`src/design/wfba_pkg.sv`:
```
`default_nettype none
// ----------------------------------------------------------------------------
// wfba_pkg
// Shared types and constants for the worst-fit block allocator: beat
// structs, function codes, default sizing and the scan unit control group.
// ----------------------------------------------------------------------------
package wfba_pkg;

    localparam int DEF_BLOCKS    = 16;
    localparam int DEF_SIZE_BITS = 16;

    localparam int AMT_W  = 16;
    localparam int SLOT_W = 4;
    localparam int REQ_W  = 16;

    localparam logic FUNC_LOAD = 1'b0;
    localparam logic FUNC_REQ  = 1'b1;

    typedef struct packed {
        logic             func;
        logic [AMT_W-1:0] amount;
    } t_in_beat;

    typedef struct packed {
        logic              accepted;
        logic [SLOT_W-1:0] slot;
        logic [AMT_W-1:0]  granted_size;
        logic [REQ_W-1:0]  request_number;
    } t_res_beat;

    typedef struct packed {
        logic clear;
        logic cand_vld;
    } t_scan_ctl;

endpackage
`default_nettype wire

```
`src/design/wfba_scan.sv`:
```
`default_nettype none
// ----------------------------------------------------------------------------
// wfba_scan
// Shared compare unit: one table entry per cycle while cand_vld is set; it
// keeps the largest free size seen so far with its slot, lowest slot on tie.
// ----------------------------------------------------------------------------
module wfba_scan #(
    parameter int SIZE_BITS = wfba_pkg::DEF_SIZE_BITS,
    parameter int IDX_W     = 4
) (
    input  wire                     i_clk,
    input  wire                     i_rst_n,
    input  wfba_pkg::t_scan_ctl     i_ctl,
    input  wire     [SIZE_BITS-1:0] i_cand_size,
    input  wire     [IDX_W-1:0]     i_cand_idx,
    output logic                    o_found,
    output logic    [SIZE_BITS-1:0] o_best_size,
    output logic    [IDX_W-1:0]     o_best_idx
);
    import wfba_pkg::*;

    logic                 r_found;
    logic [SIZE_BITS-1:0] r_best_size;
    logic [IDX_W-1:0]     r_best_idx;
    logic                 take;

    // strict greater keeps the earlier slot on equal sizes
    assign take = i_ctl.cand_vld && (!r_found || (i_cand_size > r_best_size));

    always_ff @(posedge i_clk) begin
        if (!i_rst_n) begin
            r_found <= 1'b0;
        end else if (i_ctl.clear) begin
            r_found <= 1'b0;
        end else if (take) begin
            r_found <= 1'b1;
        end
    end

    always_ff @(posedge i_clk) begin
        if (take && !i_ctl.clear) begin
            r_best_size <= i_cand_size;
            r_best_idx  <= i_cand_idx;
        end
    end

    assign o_found     = r_found;
    assign o_best_size = r_best_size;
    assign o_best_idx  = r_best_idx;

endmodule
`default_nettype wire

```
`src/design/worst_fit_block_allocator.sv`:
```
`default_nettype none
// ----------------------------------------------------------------------------
// worst_fit_block_allocator
// Table of memory blocks; loads append a block while the table has room,
// requests take the largest free block if it fits.
//
//   channel   signals                     direction  handshake
//   command   start, busy, i_in           in         start && !busy
//   result    o_valid, o_res              out        o_valid, one cycle
//
// A load never raises busy; its result beat shows in the cycle after accept.
// A request with blocks loaded keeps busy high through the scan (one read of
// the size memory per loaded block through the one compare unit), one drain
// and one decision; with no block loaded it answers next cycle, not busy.
// Synchronous reset clears the used marks and counters; no clearing pass.
// The receiver cannot stall: each result beat is valid for one cycle.
// ----------------------------------------------------------------------------
module worst_fit_block_allocator #(
    parameter int BLOCKS    = wfba_pkg::DEF_BLOCKS,
    parameter int SIZE_BITS = wfba_pkg::DEF_SIZE_BITS
) (
    input  wire                  i_clk,
    input  wire                  i_rst_n,
    input  wire                  start,
    output logic                 busy,
    input  wfba_pkg::t_in_beat   i_in,
    output logic                 o_valid,
    output wfba_pkg::t_res_beat  o_res
);
    import wfba_pkg::*;

    localparam int IDX_W = (BLOCKS > 1) ? $clog2(BLOCKS) : 1;
    localparam int CNT_W = $clog2(BLOCKS + 1);
    localparam int CMP_W = (SIZE_BITS > AMT_W) ? SIZE_BITS : AMT_W;

    localparam logic [1:0] ST_IDLE   = 2'd0;
    localparam logic [1:0] ST_SCAN   = 2'd1;
    localparam logic [1:0] ST_DRAIN  = 2'd2;
    localparam logic [1:0] ST_DECIDE = 2'd3;

    logic [1:0]           r_state, n_state;
    logic [CNT_W-1:0]     r_loaded;
    logic [REQ_W-1:0]     r_req;
    logic [BLOCKS-1:0]    r_used;
    logic [IDX_W-1:0]     r_idx;
    logic                 r_cmp_vld;
    logic [IDX_W-1:0]     r_cmp_idx;
    logic [SIZE_BITS-1:0] r_rd_data;
    logic [AMT_W-1:0]     r_amount;
    logic                 r_valid;
    t_res_beat            r_res;

    logic [SIZE_BITS-1:0] mem [BLOCKS];

    logic                 accept;
    logic                 full;
    logic                 last_idx;
    logic                 fits;
    t_scan_ctl            scan_ctl;
    logic                 found;
    logic [SIZE_BITS-1:0] best_size;
    logic [IDX_W-1:0]     best_idx;

    assign busy     = (r_state != ST_IDLE);
    assign accept   = start && !busy;
    assign full     = (r_loaded == CNT_W'(BLOCKS));
    assign last_idx = (CNT_W'(r_idx) == (r_loaded - CNT_W'(1)));
    assign fits     = found && (CMP_W'(best_size) >= CMP_W'(r_amount));

    assign scan_ctl.clear    = accept && (i_in.func == FUNC_REQ);
    assign scan_ctl.cand_vld = r_cmp_vld && !r_used[r_cmp_idx];

    wfba_scan #(
        .SIZE_BITS (SIZE_BITS),
        .IDX_W     (IDX_W)
    ) u_scan (
        .i_clk       (i_clk),
        .i_rst_n     (i_rst_n),
        .i_ctl       (scan_ctl),
        .i_cand_size (r_rd_data),
        .i_cand_idx  (r_cmp_idx),
        .o_found     (found),
        .o_best_size (best_size),
        .o_best_idx  (best_idx)
    );

    // size memory: one write port for loads, one registered read for the scan
    always_ff @(posedge i_clk) begin
        if (accept && (i_in.func == FUNC_LOAD) && !full) begin
            mem[r_loaded[IDX_W-1:0]] <= SIZE_BITS'(i_in.amount);
        end
        r_rd_data <= mem[r_idx];
    end

    always_comb begin
        n_state = r_state;
        unique case (r_state)
            ST_IDLE: begin
                if (accept && (i_in.func == FUNC_REQ) && (r_loaded != '0)) begin
                    n_state = ST_SCAN;
                end
            end
            ST_SCAN: begin
                if (last_idx) begin
                    n_state = ST_DRAIN;
                end
            end
            ST_DRAIN:  n_state = ST_DECIDE;
            ST_DECIDE: n_state = ST_IDLE;
            default:   n_state = ST_IDLE;
        endcase
    end

    always_ff @(posedge i_clk) begin
        if (!i_rst_n) begin
            r_state   <= ST_IDLE;
            r_loaded  <= '0;
            r_req     <= '0;
            r_used    <= '0;
            r_idx     <= '0;
            r_cmp_vld <= 1'b0;
            r_valid   <= 1'b0;
        end else begin
            r_state   <= n_state;
            r_valid   <= 1'b0;
            r_cmp_vld <= (r_state == ST_SCAN);
            if (accept) begin
                r_idx <= '0;
                if (i_in.func == FUNC_LOAD) begin
                    r_valid <= 1'b1;
                    if (!full) begin
                        r_loaded                     <= r_loaded + CNT_W'(1);
                        r_used[r_loaded[IDX_W-1:0]] <= 1'b0;
                    end
                end else begin
                    r_req <= r_req + REQ_W'(1);
                    // nothing loaded: refuse without a scan
                    if (r_loaded == '0) begin
                        r_valid <= 1'b1;
                    end
                end
            end
            if ((r_state == ST_SCAN) && !last_idx) begin
                r_idx <= r_idx + IDX_W'(1);
            end
            if (r_state == ST_DECIDE) begin
                r_valid <= 1'b1;
                if (fits) begin
                    r_used[best_idx] <= 1'b1;
                end
            end
        end
    end

    // result payload
    always_ff @(posedge i_clk) begin
        if (accept) begin
            r_amount <= i_in.amount;
            r_cmp_idx <= '0;
            if (i_in.func == FUNC_LOAD) begin
                r_res.accepted       <= !full;
                r_res.slot           <= full ? '0 : SLOT_W'(r_loaded);
                r_res.granted_size   <= '0;
                r_res.request_number <= r_req;
            end else begin
                r_res.accepted       <= 1'b0;
                r_res.slot           <= '0;
                r_res.granted_size   <= '0;
                r_res.request_number <= r_req + REQ_W'(1);
            end
        end else begin
            if (r_state == ST_SCAN) begin
                r_cmp_idx <= r_idx;
            end
            if (r_state == ST_DECIDE) begin
                r_res.accepted     <= fits;
                r_res.slot         <= fits ? SLOT_W'(best_idx) : '0;
                r_res.granted_size <= fits ? AMT_W'(best_size) : '0;
            end
        end
    end

    assign o_valid = r_valid;
    assign o_res   = r_res;

    // a request with blocks loaded must hold off the next command
    a_req_goes_busy: assert property (@(posedge i_clk) disable iff (!i_rst_n)
        (accept && (i_in.func == FUNC_REQ) && (r_loaded != '0)) |=> busy)
        else $error("request scan did not raise busy");

    // a refused beat carries no slot and no size
    a_refused_clean: assert property (@(posedge i_clk) disable iff (!i_rst_n)
        (o_valid && !o_res.accepted) |->
            ((o_res.slot == '0) && (o_res.granted_size == '0)))
        else $error("refused beat with slot or size");

    // load count stays within the table
    a_loaded_bound: assert property (@(posedge i_clk) disable iff (!i_rst_n)
        (r_loaded <= CNT_W'(BLOCKS)))
        else $error("load count past table depth");

endmodule
`default_nettype wire
```
`config.mk`:
```
export PLATFORM = sky130hd
export DESIGN_NAME = worst_fit_block_allocator
export DESIGN_NICKNAME = d
export VERILOG_FILES = /design/src/design/wfba_pkg.sv /design/src/design/wfba_scan.sv /design/src/design/worst_fit_block_allocator.sv
export SDC_FILE = /design/constraint.sdc
export NUM_CORES = 1
export LEC_CHECK = 0
export CAP_MARGIN = 0
export CORE_MARGIN = 2
export CORE_UTILIZATION = 34
export CTS_CLUSTER_SIZE = 30
export DETAILED_ROUTE_END_ITERATION = 12
export DONT_BUFFER_PORTS = 1
export GPL_ROUTABILITY_DRIVEN = 0
export PLACE_DENSITY = 0.54
export SYNTH_ARGS = -nofsm -noshare
export SYNTH_HDL_FRONTEND = slang
export SYNTH_SLANG_ARGS = --single-unit
```
`constraint.sdc`:
```
create_clock -name i_clk -period 4.2 [get_ports i_clk]
set_clock_uncertainty 0.05 [all_clocks]
set_input_delay 0 -clock i_clk [delete_from_list [all_inputs] [get_ports i_clk]]
set_output_delay 0 -clock i_clk [all_outputs]
set_load 0.005 [all_outputs]
```
==> results.txt <==
Synth Area in XOR/XNOR - 2.09%
Simple-gate share of the synthesized area - 6.92%
Critical path's slowest cell - and3_1
Synth warn - 0
Max-slew violation count - 0
# diodes - 0
Gr usage total - 14.8%
CP required - 4.32 ns
Row count - 79
Reg-to-reg endpoint - mem[2][5]
Worst setup EP type - register
Logic pwr share - 12.3%
Full die area - 0.0486 mm2
Cells on worst reg2reg path - 5
Largest net degree at the start of global routing - 50
Worst slack, placed - 1.13 ns
Critical path, cell by cell - inv_1 -> ha_1 -> nand2_1 -> a311oi_2 -> and3_1
Clk Latency, worst-skew pair - 0.55 ns
Postcts setup bufs - 0
CP Launch Type - register
Synthesized flop and latch total - 395
Post-synth top area share - 62.0%
Mux contribution to synthesized area - 12.4%
Drc violations - 0
Cells on Worst Hold Path - 3
Post-synth top cells - 329 x edfxtp_1, 84 x mux4_2, 66 x dfxtp_1
Hold WC Path Type - in2reg
Final setup margin - 1.17 ns
Max incr delay on CP - 0.89 ns
Routed WL - 35.0 mm
Global-route wire length before repair - 52.9 mm
Worst VDD drop - 0.301 mV
Hold Vio Cnt, Final - 0
Post-Syn Area - 0.0159 mm2
Post-DP HPWL - 21.8 mm
Pwr dens - 523 mW/mm2
Clock-pin slew on the worst setup and hold paths - 0.06 ns
Final Setup Violations - 0
Internal Power - 7.14 mW
CTS Buffer Depth - 3
Syn Inst Count - 930
Port Buf Inserts - 0
Period Utilization, post-route - 72.2%
Unique masters post-synth - 55
Mean Syn Cell Area - 17.1 um2
CTS buffer count - 42
CP max FO - 17
Synth Flop Type - edfxtp_1
Pleak - 5.96 nW
Share of cells above drive strength 1 - 17.0%
Top delay family on crit path - simple AND/OR/NAND/NOR gates
Slew @ Worst Pin - 1.19 ns
Post-synthesis compound-gate area fraction - 2.57%
CTS Sinks - 395
CTS tree - done
Layout Area Growth over Synthesis - 13.8%
Clock power share - 37.2%
RSZ-0062 raised after global routing - false
Synth top area cells - edfxtp_1 62%, mux4_2 12%, dfxtp_1 8.3%
Top Ports - 59
Post-synth EDFFs - 329
Total negative slack - 0 ns
Post-DRT Antenna Nets - 0
Sw power - 2.35 mW
Initial Util - 34.3%
Min-delay src - start
Top-count cell post-synth - edfxtp_1
Worst Hold End - r_req[1]
Die width - 221 um
WP depth - 5
Achievable Freq - 330 MHz
WP buf/inv - 1
R2R setup slack - 1.17 ns
Core ar. - 0.0465 mm2
Die Y - 221 um
DR WL/cell - 21.8 um
Non-filler cells, final - 1607
Root Buffer - clkbuf_16
Register area share after synthesis - 70.2%
Main combinational cell family by area after synthesis - multiplexers
Slew headroom - 20.7%
Avg Vias per Cell - 5.10
Arrival @ worst endpoint - 3.15 ns
Resize count post-CTS - 0
Synth area leader - edfxtp_1
Final #Nets - 1030
Post-Place Cells - 1511
Sequential Power Share - 50.5%
Worst r2r src - r_state[1]
Setup CP Type - reg2reg
Vias in the first global route - 8243
Starting DRT DRC Count - 766
Drt first pass iters - 5
Via count - 8202
Synth async-reset ratio - 0%
Antenna violations before repair - 6
Switching share of power - 24.8%
H-tree depth - 2
Status - completed
Adder-cell area share of the yosys netlist - 3.37%
Fin crit period - 3.03 ns
Syn_nets - 993
Grt ovf - 0
Max cap viols - 0
## power groups by stage
stage / logic (mW) / clock network [mW] / registers [mW]
after floorplan: 0.954 / 0 / 4.71
after global placement: 1.11 / 0 / 4.88
after detailed placement: 1.12 / 0 / 4.89
after CTS: 1.19 / 3.63 / 4.80
after global routing: 1.29 / 3.79 / 4.84
final: 1.17 / 3.53 / 4.79
## flip-flops by register name, indices dropped and copies added (netlist names), 4 cells and up
signal              flops
u_scan.o_best_idx       4
u_scan.o_best_size     16
mem                   256
r_idx                   4
r_req                  16
r_cmp_idx               4
r_rd_data              16
r_loaded                5
r_used                 16
r_amount               16
o_res                  37
## worst max path at each step
stage	start	to	slack [ns]
2_1_floorplan	u_scan.o_best_size[15]	u_scan.o_best_idx[0]	0.18
3_3_place_gp	r_state[1]	mem[2][1]	1.27
3_5_place_dp	r_state[1]	mem[2][1]	1.13
4_1_cts	r_state[0]	mem[2][11]	1.13
5_1_grt	r_state[1]	mem[2][4]	0.94
6_report	r_state[1]	mem[2][5]	1.17
## area by class of cell
cell class | instances | area, um2
Multi-Input combinational cell | 448 | 4380
Sequential cell | 395 | 11200
Clock buffer | 62 | 1170
Fill cell | 4240 | 28300
Tap cell | 607 | 759
Timing Repair Buffer | 37 | 350
Inverter | 43 | 161
Clock inverter | 15 | 126
## metrics by stage
step           hold WS, ns  power [mW]  instance area, um2  util (%)
2_1_floorplan       0.0489        5.67               15900         -
3_3_place_gp        0.0499        5.99               16700      35.9
3_5_place_dp        0.0500        6.01               16700      35.9
4_1_cts            0.00531        9.62               18100      39.1
5_1_grt             0.0507        9.92               18100      39.1
6_report            0.0213        9.49               18100      39.1
## placed cells by master (no fill, tap or decap), drive strengths merged, types with 19 or more instances in the layout
cell,Yosys,layout
edfxtp,329,329
nand2,46,46
mux4,84,84
ha,43,43
clkbuf,21,62
nand4,21,21
inv,42,43
dfxtp,66,66
xnor2,23,23
nor3,21,21
nand3,30,30
dlygate4sd3,0,19
nor2,39,39
## cell families (layout without fill, tap and decap cells)
logic type / count (synthesis) / after routing
buffers and inverters: 87 / 157
muxes: 93 / 93
AOI/OAI and AO/OA: 62 / 62
DFF: 395 / 395
adders and majority gates: 43 / 43
xor gates and xnor gates: 38 / 38
and+or+nand+nor: 212 / 212
## worst register-to-register path, stage by stage (launching register included)
cell,delay (ns)
dfxtp_1,0.33
inv_1,0.13
ha_1,0.25
nand2_1,0.27
a311oi_2,0.74
and3_1,0.89
## repair_timing
action	4_1_cts	5_1_grt
hold endpoints to repair	342	0
setup endpoints to repair	0	0
hold buffers	19	0
## layer usage
| metal | part of all wire (%) | GRT usage [%] | up-vias |
|---|---|---|---|
| li1 | - | - | 3701 |
| met1 | 45 | 20.4 | 4186 |
| met2 | 46 | 23.3 | 237 |
| met3 | 5.8 | 3.55 | 70 |
| met4 | 2.6 | 4.33 | 8 |
| met5 | 0.097 | 0 | - |
No activity file was read; power rests on OpenSTA's default activity.
